### src/bprg_pkg.sv
// ----------------------------------------------------------------------------
// Baseline phasor row generator package
// Shared payload types, the queue entry and the Q1.15 complex arithmetic.
// ----------------------------------------------------------------------------
`default_nettype none

package bprg_pkg;

  localparam int MAX_CHANNELS_DEFAULT = 64;
  localparam int CountW = 7;
  localparam int ChanW = 6;

  typedef logic signed [15:0] q15_t;

  typedef struct packed {
    q15_t a_start_re;
    q15_t a_start_im;
    q15_t b_start_re;
    q15_t b_start_im;
    q15_t a_step_re;
    q15_t a_step_im;
    q15_t b_step_re;
    q15_t b_step_im;
  } item_t;

  typedef struct packed {
    q15_t shift_re;
    q15_t shift_im;
    logic [ChanW-1:0] channel;
    logic last;
  } result_t;

  typedef struct packed {
    q15_t re;
    q15_t im;
  } cpx_t;

  typedef struct packed {
    cpx_t start;
    cpx_t step;
    logic [ChanW-1:0] last_idx;
  } job_t;

  function automatic q15_t rnd_sat(input logic signed [32:0] v);
    logic signed [33:0] biased;
    logic signed [18:0] r;
    biased = $signed({v[32], v}) + 34'sd16384;
    r = 19'(biased >>> 15);
    if (r > 19'sd32767) begin
      return 16'sh7fff;
    end else if (r < -19'sd32768) begin
      return 16'sh8000;
    end
    return r[15:0];
  endfunction

  function automatic logic signed [32:0] sext_prod(input logic signed [31:0] p);
    return $signed({p[31], p});
  endfunction

  // x * y
  function automatic cpx_t cmul(input cpx_t x, input cpx_t y);
    logic signed [31:0] rr, ii, ri, ir;
    cpx_t z;
    rr = x.re * y.re;
    ii = x.im * y.im;
    ri = x.re * y.im;
    ir = x.im * y.re;
    z.re = rnd_sat(sext_prod(rr) - sext_prod(ii));
    z.im = rnd_sat(sext_prod(ri) + sext_prod(ir));
    return z;
  endfunction

  // x * conj(y)
  function automatic cpx_t cmul_conj(input cpx_t x, input cpx_t y);
    logic signed [31:0] rr, ii, ri, ir;
    cpx_t z;
    rr = x.re * y.re;
    ii = x.im * y.im;
    ri = x.re * y.im;
    ir = x.im * y.re;
    z.re = rnd_sat(sext_prod(rr) + sext_prod(ii));
    z.im = rnd_sat(sext_prod(ir) - sext_prod(ri));
    return z;
  endfunction

endpackage

`default_nettype wire

### src/bprg_back.sv
// ----------------------------------------------------------------------------
// Recurrence engine
// Takes one job at a time and emits its row, multiplying the running
// phasor by the channel step once per emitted channel.
// ----------------------------------------------------------------------------
`default_nettype none

module bprg_back (
  input  wire logic             clk,
  input  wire logic             rst,
  input  wire logic             q_empty,
  output logic                  q_pop,
  input  wire bprg_pkg::job_t   q_data,
  output logic                  empty,
  input  wire logic             pop,
  output bprg_pkg::result_t     result
);
  import bprg_pkg::*;

  logic busy;
  logic out_valid;
  cpx_t running;
  cpx_t step;
  logic [ChanW-1:0] chan;
  logic [ChanW-1:0] last_idx;
  logic load_out;
  logic is_last;
  cpx_t running_next;

  assign empty = !out_valid;
  assign q_pop = !busy && !q_empty;
  assign load_out = busy && (!out_valid || pop);
  assign is_last = (chan == last_idx);
  assign running_next = cmul(running, step);

  always_ff @(posedge clk) begin
    if (rst) begin
      busy <= 1'b0;
      out_valid <= 1'b0;
    end else begin
      if (load_out) begin
        result <= '{shift_re: running.re, shift_im: running.im,
                    channel: chan, last: is_last};
        out_valid <= 1'b1;
        running <= running_next;
        chan <= chan + ChanW'(1);
        if (is_last) begin
          busy <= 1'b0;
        end
      end else if (pop) begin
        out_valid <= 1'b0;
      end
      if (q_pop) begin
        busy <= 1'b1;
        running <= q_data.start;
        step <= q_data.step;
        chan <= '0;
        last_idx <= q_data.last_idx;
      end
    end
  end

endmodule

`default_nettype wire

### config.mk
export PLATFORM = sky130hd
export DESIGN_NAME = bprg_back
export DESIGN_NICKNAME = d
export VERILOG_FILES = /design/src/bprg_pkg.sv /design/src/bprg_back.sv
export SDC_FILE = /design/constraint.sdc
export NUM_CORES = 2
export LEC_CHECK = 0
export BUFFER_PORTS_ARGS = -buffer_cell sky130_fd_sc_hd__buf_4
export CAP_MARGIN = 20
export CORE_ASPECT_RATIO = 0.9
export CORE_MARGIN = 2
export CORE_UTILIZATION = 60
export CTS_CLUSTER_SIZE = 28
export DETAILED_ROUTE_END_ITERATION = 12
export GPL_TIMING_DRIVEN = 0
export PLACE_DENSITY_LB_ADDON = 0.2
export SETUP_SLACK_MARGIN = 0.02
export SYNTH_ARGS = -nofsm -noshare
export SYNTH_HDL_FRONTEND = slang
export SYNTH_SLANG_ARGS = --single-unit
### constraint.sdc
create_clock -name clk -period 20.8 [get_ports clk]
set_input_delay 4.16 -clock clk [delete_from_list [all_inputs] [get_ports clk]]
set_output_delay 4.16 -clock clk [all_outputs]
set_load 0.02 [all_outputs]
==> impl_metrics.tcl <==
set metrics [dict create \
    drt_iter0_drc 3456 \
    floorplan.die_area_sq_um 77600 \
    skew_ns 0.0334 \
    cp-end-kind "register" \
    cap_viol_max_count 0 \
    fmax_mhz 90.8 \
    clockRootBuffer "clkbuf_16" \
    start_util_pct 60.6 \
    ctsResizeCount 0 \
    vias 33300 \
    fillers 6384 \
    ctsLongestPathBuffers 2 \
    synthesis.nets 6236 \
    placed_cell_area_sq_um 47500 \
    period_share_pct 53.0 \
    hpwl_um 124000 \
    start_kind "register" \
    grt_max_degree 27 \
    arrival_ns 11.39 \
    drtPass1Iterations 6 \
    core_sq_um 74600 \
    htree_num_levels 4 \
    io-pin-count 115 \
    period_needed_ns 11.01 \
    avgSynthCellArea_sq_um 9.70 \
    globalplace.congestion 1.06 \
    grt_pass1_wl_um 226000 \
    die_y_um 264 \
    path_clk_slew_ns 0.10 \
    place_inst 5760 \
    antenna_found_initial 19 \
    vias_per_cell 5.71 \
    fin_nets 6393 \
    cts_hold_buf 0 \
    final-hold-violation-count 0 \
    syn_to_final_growth_pct 6.88 \
    fin_cells 5822 \
    cts_buffers 17 \
    wire_per_inst_um 26.3 \
    synth_cells 4664 \
    cts_tree "built" \
    ys_ff_latch 117 \
    ys_seq_area_share_pct 7.73 \
    critPathRequiredTime_ns 21.18 \
    die_w_um 293 \
    final_core_util_pct 64.7 \
    synthesis.area_sq_um 45200 \
    finalSetupViolations 0 \
    crit_fanout 10 \
    final_common_cell "inv_1" \
    cts_sinks 117 \
    yosysWarnings 0 \
    drv_slew 0 \
    cts_setup_buffers 0 \
    drc 0 \
    rsz0062_at_grt "false" \
    async_reset_ff_share_pct 0 \
    seqCellArea_sq_um 3490 \
    synth_edf_count 115 \
    hold_path.class "reg2reg" \
    multiInputGateArea_sq_um 35900 \
    num_rows 95 \
    worstSkewPairLatency_ns 0.54 \
    ant_nets 0 \
    fin_tns_setup_ns 0 \
    grt_usage_pct 41.9 \
    io_buffers 114 \
    ys_types 63 \
    worst_pin_slew_ns 1.35 \
    wl_um 153000 \
    drive_above_1_share_pct 4.12 \
    design_area_sq_um 48300 \
    ys.flop_type "edfxtp_1" \
    status "completed" \
    first_global_vias 34600 \
    overflow 0 \
    relSlewSlack_pct 10.3 \
    layout_common_cells "1339 x inv_1, 1192 x fa_1, 518 x and2_1" \
    crit_type "reg2reg" \
]
critical path, cell delays in order, from the launching register on:
cell and delay, ns:
edfxtp_1 0.62, clkbuf_1 1.00, nand2_1 0.42, inv_1 0.24
fa_1 0.46, fa_1 0.49, fa_1 0.79, fa_1 0.52
fa_1 0.50, fa_1 0.50, fa_1 0.49, inv_1 0.05
fa_1 0.49, inv_1 0.05, ha_1 0.37, a21oi_1 0.15
o21ai_0 0.36, nor4b_1 0.69, nand3_1 0.51, a21oi_1 0.48
xor2_1 0.12, o211ai_1 0.73, clkbuf_1 0.53, nand2_1 0.10
a21oi_1 0.18
registers in the layout (all words and copies together) (netlist names):
register / count
chan: 6
running: 32
last_idx: 6
busy: 1
out_valid: 1
step: 32
result: 39
synth_stat cells, drive strengths merged, types with 3 or more instances:
master   number  area, sq um
a21oi        67          335
a21boi        4         30.0
o21ai        42          210
a31oi         6         37.5
and2        519         3250
nand4        10         62.6
nor4          3         18.8
xor2         21          184
clkbuf      204          766
o21a          9         67.6
nor2         80          300
or3           5         31.3
inv        1339         5030
o22ai        18          175
nand2       500         1880
nand3        16         80.1
o211ai        9         67.6
fa         1192        23900
nor2b        31          194
and3          9         56.3
nor3         15         75.1
nand2b       24          150
a211o         4         35.0
a2111oi       5         62.6
a211oi        7         52.6
o21bai        4         30.0
buf           3         27.5
a21o         15          113
ha          306         3830
xnor2        48          428
edfxtp      115         3450
final timing paths:
path | start | end | slack, ns | cells after the start
min | busy$_SDFFE_PP0P_ | out_valid$_SDFFE_PP0P_ | 0.55 | 2
max | running[31]$_DFFE_PP_ | running[14]$_DFFE_PP_ | 9.79 | 24
max reg2reg | running[31]$_DFFE_PP_ | running[14]$_DFFE_PP_ | 9.79 | 24
min reg2reg | busy$_SDFFE_PP0P_ | out_valid$_SDFFE_PP0P_ | 0.55 | 2
cells by family after synthesis:
logic type / Yosys count / share of synthesized area, %
DFF: 117 / 7.73
and+or+nand+nor: 1221 / 13.6
xor gates and xnor gates: 69 / 1.35
muxes: 2 / 0.0498
AOI/OAI and AO/OA: 210 / 3.12
buffers and inverters: 1547 / 12.9
adders and majority gates: 1498 / 61.2
routing by layer:
layer	track usage (%)	share of wire (%)	wire length, um
met4	25.3	7.3	11200
met5	0	0.094	144
met2	59.9	43	65200
met3	14.9	14	21000
met1	54.9	36	55800
stage by stage:
stage               setup WS, ns  hold slack (ns)
finish                      9.79            0.548
global route                9.44            0.581
CTS                        10.32            0.549
detailed placement         10.38            0.507
global placement            9.61            0.503
floorplan                  11.61            0.456
area by class of cell:
class | instances | share of cell area (%)
Clock inverter | 15 | 0.331
Timing Repair Buffer | 138 | 2.56
Antenna cell | 18 | 0.0932
Tap cell | 970 | 2.51
Sequential cell | 117 | 7.23
Multi-Input combinational cell | 3000 | 74.3
Inverter | 1340 | 10.4
Buffer | 207 | 1.64
Clock buffer | 17 | 0.880
Power is left out: the tool's default activity adds up to more than one toggle a clock period on the data nets, which glitch-free logic cannot reach.
