$ cat src/bprg_pkg.sv
// ----------------------------------------------------------------------------
// Baseline phasor row generator package
// Shared payload types, the queue entry and the Q1.15 complex arithmetic.
// ----------------------------------------------------------------------------
`default_nettype none

package bprg_pkg;

  localparam int MAX_CHANNELS_DEFAULT = 64;
  localparam int CountW = 7;
  localparam int ChanW = 6;

  typedef logic signed [15:0] q15_t;

  typedef struct packed {
    q15_t a_start_re;
    q15_t a_start_im;
    q15_t b_start_re;
    q15_t b_start_im;
    q15_t a_step_re;
    q15_t a_step_im;
    q15_t b_step_re;
    q15_t b_step_im;
  } item_t;

  typedef struct packed {
    q15_t shift_re;
    q15_t shift_im;
    logic [ChanW-1:0] channel;
    logic last;
  } result_t;

  typedef struct packed {
    q15_t re;
    q15_t im;
  } cpx_t;

  typedef struct packed {
    cpx_t start;
    cpx_t step;
    logic [ChanW-1:0] last_idx;
  } job_t;

  function automatic q15_t rnd_sat(input logic signed [32:0] v);
    logic signed [33:0] biased;
    logic signed [18:0] r;
    biased = $signed({v[32], v}) + 34'sd16384;
    r = 19'(biased >>> 15);
    if (r > 19'sd32767) begin
      return 16'sh7fff;
    end else if (r < -19'sd32768) begin
      return 16'sh8000;
    end
    return r[15:0];
  endfunction

  function automatic logic signed [32:0] sext_prod(input logic signed [31:0] p);
    return $signed({p[31], p});
  endfunction

  // x * y
  function automatic cpx_t cmul(input cpx_t x, input cpx_t y);
    logic signed [31:0] rr, ii, ri, ir;
    cpx_t z;
    rr = x.re * y.re;
    ii = x.im * y.im;
    ri = x.re * y.im;
    ir = x.im * y.re;
    z.re = rnd_sat(sext_prod(rr) - sext_prod(ii));
    z.im = rnd_sat(sext_prod(ri) + sext_prod(ir));
    return z;
  endfunction

  // x * conj(y)
  function automatic cpx_t cmul_conj(input cpx_t x, input cpx_t y);
    logic signed [31:0] rr, ii, ri, ir;
    cpx_t z;
    rr = x.re * y.re;
    ii = x.im * y.im;
    ri = x.re * y.im;
    ir = x.im * y.re;
    z.re = rnd_sat(sext_prod(rr) + sext_prod(ii));
    z.im = rnd_sat(sext_prod(ir) - sext_prod(ri));
    return z;
  endfunction

endpackage

`default_nettype wire

$ cat src/bprg_queue.sv
// ----------------------------------------------------------------------------
// Job queue
// A two-entry register queue that decouples the front end from the
// recurrence engine.
// ----------------------------------------------------------------------------
`default_nettype none

module bprg_queue (
  input  wire logic            clk,
  input  wire logic            rst,
  input  wire logic            push,
  output logic                 full,
  input  wire bprg_pkg::job_t  din,
  input  wire logic            pop,
  output logic                 empty,
  output bprg_pkg::job_t       dout
);
  import bprg_pkg::*;

  localparam int Depth = 2;
  localparam int PtrW = $clog2(Depth);

  job_t entries [Depth];
  logic [PtrW-1:0] wr_ptr;
  logic [PtrW-1:0] rd_ptr;
  logic [PtrW:0] fill;
  logic do_push;
  logic do_pop;

  assign full = (fill == (PtrW+1)'(Depth));
  assign empty = (fill == '0);
  assign dout = entries[rd_ptr];
  assign do_push = push && !full;
  assign do_pop = pop && !empty;

  always_ff @(posedge clk) begin
    if (do_push) begin
      entries[wr_ptr] <= din;
    end
  end

  always_ff @(posedge clk) begin
    if (rst) begin
      wr_ptr <= '0;
      rd_ptr <= '0;
      fill <= '0;
    end else begin
      if (do_push) begin
        wr_ptr <= wr_ptr + PtrW'(1);
      end
      if (do_pop) begin
        rd_ptr <= rd_ptr + PtrW'(1);
      end
      case ({do_push, do_pop})
        2'b10: fill <= fill + (PtrW+1)'(1);
        2'b01: fill <= fill - (PtrW+1)'(1);
        default: fill <= fill;
      endcase
    end
  end

endmodule

`default_nettype wire

$ cat config.mk
export PLATFORM = sky130hd
export DESIGN_NAME = bprg_queue
export DESIGN_NICKNAME = d
export VERILOG_FILES = /design/src/bprg_pkg.sv /design/src/bprg_queue.sv
export SDC_FILE = /design/constraint.sdc
export NUM_CORES = 1
export LEC_CHECK = 0
export BUFFER_PORTS_ARGS = -buffer_cell sky130_fd_sc_hd__clkbuf_2
export CAP_MARGIN = 25
export CORE_AREA = 2 2 126 128
export DETAILED_ROUTE_END_ITERATION = 6
export DIE_AREA = 0 0 128 130
export PLACE_DENSITY = 0.6
export RECOVER_POWER = 50
export SLEW_MARGIN = 0
export SYNTH_ARGS = -nofsm -noshare
export SYNTH_HDL_FRONTEND = slang
export SYNTH_SLANG_ARGS = --single-unit
$ cat constraint.sdc
create_clock -name clk -period 4 [get_ports clk]
set_clock_uncertainty 0.15 [all_clocks]
set_input_delay 0.6 -clock clk [delete_from_list [all_inputs] [get_ports clk]]
set_output_delay 0.6 -clock clk [all_outputs]
set_load 0.05 [all_outputs]
==> results.tsv, run 1 <==
metric	value	unit
status	finished with violations	
violations	capacitance limit, slew limit	
critical_path_arrival	2.13	ns
grt_pass1_wl	14800	um
synthesis.nets	319	
whs_endpoint	entries[1][44]	
dieHeight	130	um
hold_depth	1	
syn2layout_area_growth	29.9	%
yosysSeqAreaShare	81.9	%
clk_pin_slew	0.06	ns
finalHoldViolations	0	
synth_top_area_share	80.0	%
cts_hold_buf	0	
hold_class	in -> reg	
via_count	2760	
hpwl	5880	um
drive_above_1_share	48.0	%
fin_crit_sh	71.9	%
setup_tns	0	ns
yosys_warnings	0	
cts_buffer_depth	2	
worst-path-buf-inv	1	
min_from	din[44]	
synth_top_area_cell	edfxtp_1	
cts_max_level	4	
dieWidth	128	um
cp.required	3.25	ns
multi_input_area	901	um2
synthDistinctLibCells	18	
fillCellCount	1394	
yosys_register_bits	145	
antenna_cells	0	
drc	0	
reg2reg_from	fill[0]	
grt_use_total	11.9	%
ys_top_cells_by_area	edfxtp_1, mux2_2, dfxtp_1	
post-route-util	44.3	%
relSlewSlack	-3.60	%
worstMarginPinSlew	1.55	ns
ant_nets	0	
core_region_area	15400	um2
antenna_found_initial	0	
yosysMostFrequentCell	edfxtp_1	
synth_edf_count	140	
maxSlewViolCount	32	
async_flop_share	0	%
synth_flop_cell	edfxtp_1	
r2r_setup_slack	1.38	ns
peakVddDrop	0.000406	V
cp_top_family	flip-flops	
reg2reg_depth	3	
p_leak	2.47	nW
insertion_delay	0.41	ns
syn_area	5260	um2
worstSetupPathType	reg -> out	
finalNonFillerCells	607	
worstPathCellList	mux2_2, clkbuf_2	
cts_tree	built	
grt_pass1_vias	2950	
power_density	820	nW/um2
start_util	34.1	%
gp_congestion	0.675	
cp_max_fo	70	
drtIter0Drc	110	
fmax	348	MHz
post-cts-setup-buffers	0	
ctsRootBufferMaster	clkbuf_16	
grt_max_degree	71	
startpoint_type	register	
max_stage_delay	0.98	ns
die-area	16600	um2
setup_viol	0	
ys_top_cells_by_count	edfxtp_1, mux2_2, buf_2	
drt_pre_antenna_iters	4	
routed_via_density	4.55	
row_count	46	
ff_latch_area	4310	um2
cts_inserted_buffers	17	
io_buffers	145	
grt_remaining_overflow	0	
finalNetCount	477	
critPathSlowestCell	dfxtp_4	
placed_cell_area	6210	um2
fin_crit	2.88	ns
design_area	6830	um2
io_pins	146	
cts-resized-gates	0	
avgRoutedWirePerCell	16.1	um
rr_endpoint	entries[1][40]	
endpoint_kind	output pin	
cts.sinks	145	
syn_avg_cell_area	21.5	um2
dp_cells	574	
power	5.59	mW
cap_violations	1	
postSynthCellCount	244	
drt_wl_total	9770	um
grt_setup_unrepaired	false	
## per-stage QoR
stage | hold slack [ns] | setup slack, ns
after global routing | 0.202 | 1.02
after floorplan | 0.302 | 1.04
final | 0.225 | 1.12
after CTS | 0.203 | 1.08
after detailed placement | 0.337 | 1.53
after global placement | 0.332 | 1.53
## registers in the layout (all words and copies together), names as in the netlist, named ones only
signal,cells
entries,140
fill,2
rd_ptr,1
wr_ptr,1
## worst max path at each step
| stage | to | slack [ns] | depth (start not counted) |
|---|---|---|---|
| final | dout[28] | 1.12 | 2 |
| after global routing | dout[40] | 1.02 | 2 |
| after CTS | dout[27] | 1.08 | 2 |
| after detailed placement | dout[27] | 1.53 | 2 |
| after global placement | dout[55] | 1.53 | 2 |
| after floorplan | entries[0][0] | 1.04 | 4 |
## layout by cell type (no fill, tap or decap)
cell type  netlist  routed
clkbuf_1         1      50
edfxtp_1       140     140
xnor2_1          2       2
clkbuf_16        0      17
inv_1            2       3
ha_1             1       1
clkbuf_2         0      95
nor2_1           4       4
buf_12           0       2
dfxtp_4          0       1
or3_1            2       2
mux2_2          70      70
xor2_1           1       1
clkinv_2         0       3
o21a_1           1       1
nand2_1          1       1
nand2b_2         1       1
dfxtp_1          5       4
bufinv_16        0       6
inv_6            0       1
clkinv_4         0       3
clkinv_1         0       2
o21ai_0          2       2
a21oi_1          2       2
and3_1           1       1
## per-layer routing
layer | GRT usage (%) | vias up | wire, um
li1 | - | 1282 | -
met1 | 13.9 | 1376 | 4160
met2 | 19.8 | 90 | 4870
met3 | 4.26 | 12 | 565
met4 | 6.01 | 0 | 168
met5 | 0 | - | 0
## layout make-up
cell class              count  share of cell area [%]
clock buffers              17                    6.23
well taps                 192                    3.52
inverters                   3                   0.165
repair buffers            147                    10.3
flip-flops and latches    145                    63.1
clock inverters            15                    3.48
multi-input cells          88                    13.2
## power by group
part           internal [mW]  leakage (nW)  switching (mW)
sequential              1.92          1.35           0.163
combinational          0.489         0.792            1.25
clock                   1.17         0.326           0.603
## cell families after synthesis
group	Yosys count	share of synthesized area (%)
and+or+nand+nor	9	0.881
adders and majority gates	1	0.238
AOI/OAI and AO/OA	5	0.524
buffers and inverters	11	0.952
DFF	145	81.9
xor gates and xnor gates	3	0.500
muxes	70	15.0
(Power assumes the default switching activity.)
==> run 2: changes to the inputs <==
Settings changed: ABC_AREA set to 1, CORE_AREA 2 2 126 128 to 2 2 131 133, DIE_AREA 0 0 128 130 to 0 0 133 135, PLACE_DENSITY 0.6 to 0.61.
Clock period 4 ns to 2.6 ns, I/O delays scaled along.
==> run 2 against run 1 <==
  * The flow now finishes without violations
  * First-iteration DRC count rose by 24%
  * Clock power grew 32%
  * Largest power group unchanged
  * Cell count increased by 7.4%
==> results.tsv, run 2 <==
metric	value	unit	change
drtIter0Drc	136		+24%
final_cell_mix	edfxtp_1, clkbuf_2, mux2_4		
grt_remaining_overflow	0		unchanged
peakVddDrop	0.000449	V	+11%
p_leak	2.70	nW	+9.4%
largest_reg_flops	140		unchanged
design_area	7100	um2	+4.1%
min_from	din[42]		
dieHeight	135	um	+3.8%
synthDistinctLibCells	12		-6
cp_max_fo	38		-46%
fmax	457	MHz	
syn_area	5650	um2	+7.5%
ctsRootBufferMaster	clkbuf_16		
grt_setup_unrepaired	false		
async_flop_share	0	%	unchanged
top_register	entries		
avgRoutedWirePerCell	14.9	um	-7.5%
synth_top_area_share	74.4	%	-5.6 points
worst_slack	0.410	ns	-0.714 ns
internal-power	5.00	mW	+40%
finalNetCount	496		+4.0%
power_density	1030	nW/um2	+25%
dp_cells	620		+8.0%
reg2reg_from	fill[0]		
cp.required	2.06	ns	-1.19 ns
status	completed		
grt_use_total	11.5	%	-0.47 points
row_count	47		+2.2%
drt_wl_total	9710	um	-0.59%
reg.largest.list	entries: 140 flops, fill: 2 flops		
syn_avg_cell_area	21.9	um2	+1.7%
ys_top_cells_by_count	edfxtp_1, mux2_4, nor2_1		
placed_cell_area	6610	um2	+6.4%
drive_above_1_share	44.2	%	-3.7 points
grt_pass1_wl	15500	um	+4.9%
fin_crit	2.19	ns	
io_pins	146		unchanged
clk_pin_slew	0.05	ns	about the same
ant_nets	0		unchanged
antenna_cells	0		unchanged
drc	0		unchanged
endpoint_kind	output pin		
antenna_found_initial	0		unchanged
via_count	2769		+0.33%
yosysSeqAreaShare	76.2	%	-5.7 points
synthesis.nets	333		+4.4%
insertion_delay	0.40	ns	about the same
fillCellCount	1501		+7.7%
grt_pass1_vias	2994		+1.5%
cts_buffer_depth	2		unchanged
cap_violations	0		-1
synth_edf_count	140		unchanged
final_common_cell	edfxtp_1		
p_sw	2.29	mW	+14%
setup_tns	0	ns	unchanged
die-area	18000	um2	+7.9%
post-cts-setup-buffers	0		unchanged
gr-usage-met1	12.9	%	-0.93 points
startpoint_type	register		
postSynthCellCount	258		+5.7%
yosys_register_bits	145		unchanged
cts_max_level	4		unchanged
synth_top_area_cell	edfxtp_1		
dpl_worst_slack	0.767	ns	-0.762 ns
yosys_warnings	0		unchanged
ys_top_cells_by_area	edfxtp_1, mux2_4, buf_12		
grt_max_degree	71		unchanged
grt_use_met3	5.07	%	+0.80 points
maxSlewViolCount	0		-100%
pwr-share-comb	27.8	%	-3.3 points
core_region_area	16400	um2	+6.4%
grt_use_met2	19.4	%	-0.41 points
start_util	34.4	%	+0.38 points
setup_viol	0		unchanged
relSlewSlack	54.9	%	+59 points
seqPwrFrac	40.2	%	+3.0 points
hold_class	in -> reg		
synth_flop_cell	edfxtp_1		
hpwl	6310	um	+7.4%
clkPwrFrac	32.0	%	+0.4 points
fin_crit_sh	84.2	%	
cts.sinks	145		unchanged
top_usage_layer	met2		
yosysMostFrequentCell	edfxtp_1		
critical_path_arrival	1.65	ns	-0.48 ns
io_buffers	145		unchanged
cts_tree	built		
dieWidth	133	um	+3.9%
routed_via_density	4.25		-6.6%
gp_congestion	0.662		-1.9%
finalHoldViolations	0		unchanged
worstSetupPathType	reg -> out		
swShare	31.4	%	-4.6 points
finalNonFillerCells	652		+7.4%
cts_inserted_buffers	17		unchanged
worstMarginPinSlew	0.676	ns	-0.878 ns
drt_pre_antenna_iters	4		unchanged
syn2layout_area_growth	25.7	%	
run 2: power groups by stage:
stage	logic, mW	registers [mW]	clock network [mW]
3_5_place_dp	2.08	2.99	0
4_1_cts	2.09	2.94	2.41
2_1_floorplan	1.76	2.96	0
3_3_place_gp	2.07	2.97	0
5_1_grt	2.14	2.96	2.50
6_report	2.02	2.93	2.33
run 2: cells by family (layout without fill, tap and decap cells):
family	count (synthesis)	after routing	share of synthesized area, %
AND/OR/NAND/NOR	23	23	1.57
multiplexers	70	70	18.6
adder cells (fa/ha/maj)	1	1	0.221
flip-flops	145	145	76.2
buffers and inverters	17	191	3.28
AO/OA/AOI/OAI	2	2	0.177
run 2: metrics by stage:
| step | power, mW | util (%) | hold WS [ns] |
|---|---|---|---|
| after floorplan | 4.73 | - | 0.317 |
| after global placement | 5.04 | 40.3 | 0.335 |
| after detailed placement | 5.07 | 40.3 | 0.342 |
| after CTS | 7.43 | 43.8 | 0.000224 |
| after global routing | 7.60 | 43.3 | 0.00140 |
| final | 7.29 | 43.3 | 0.0257 |
run 2: final cells by class:
type	instances	area [um2]	area share (%)
Sequential cell	145	4310	60.6
Clock inverter	6	109	1.53
Timing Repair Buffer	152	752	10.6
Tap cell	220	275	3.88
Multi-Input combinational cell	96	1170	16.5
Inverter	9	37.5	0.528
Clock buffer	24	452	6.36
run 2: path summary, 6_finish.rpt:
kind / end / slack, ns / depth (start not counted)
max: dout[68] / 0.41 / 3
min: entries[0][42] / 0.03 / 1
max reg2reg: entries[0][62] / 0.61 / 5
min reg2reg: rd_ptr / 0.35 / 2
run 2: per-layer routing:
layer	vias to the layer above	routed length [um]
met5	-	0
met4	0	127
met3	7	650
met2	94	4930
met1	1356	4000
li1	1312	-
run 2: repair_timing:
| action | 4_1_cts | 5_1_grt |
|---|---|---|
| endpoints found under the hold margin | 2 | 2 |
| gates resized for setup | 0 | 0 |
| hold buffers | 1 | 1 |
| endpoints found under the setup margin | 0 | 0 |
run 2: critical path, stage by stage, from the launching register on:
cell      delay [ns]
dfxtp_4         0.37
buf_12          0.29
mux2_4          0.34
clkbuf_2        0.24
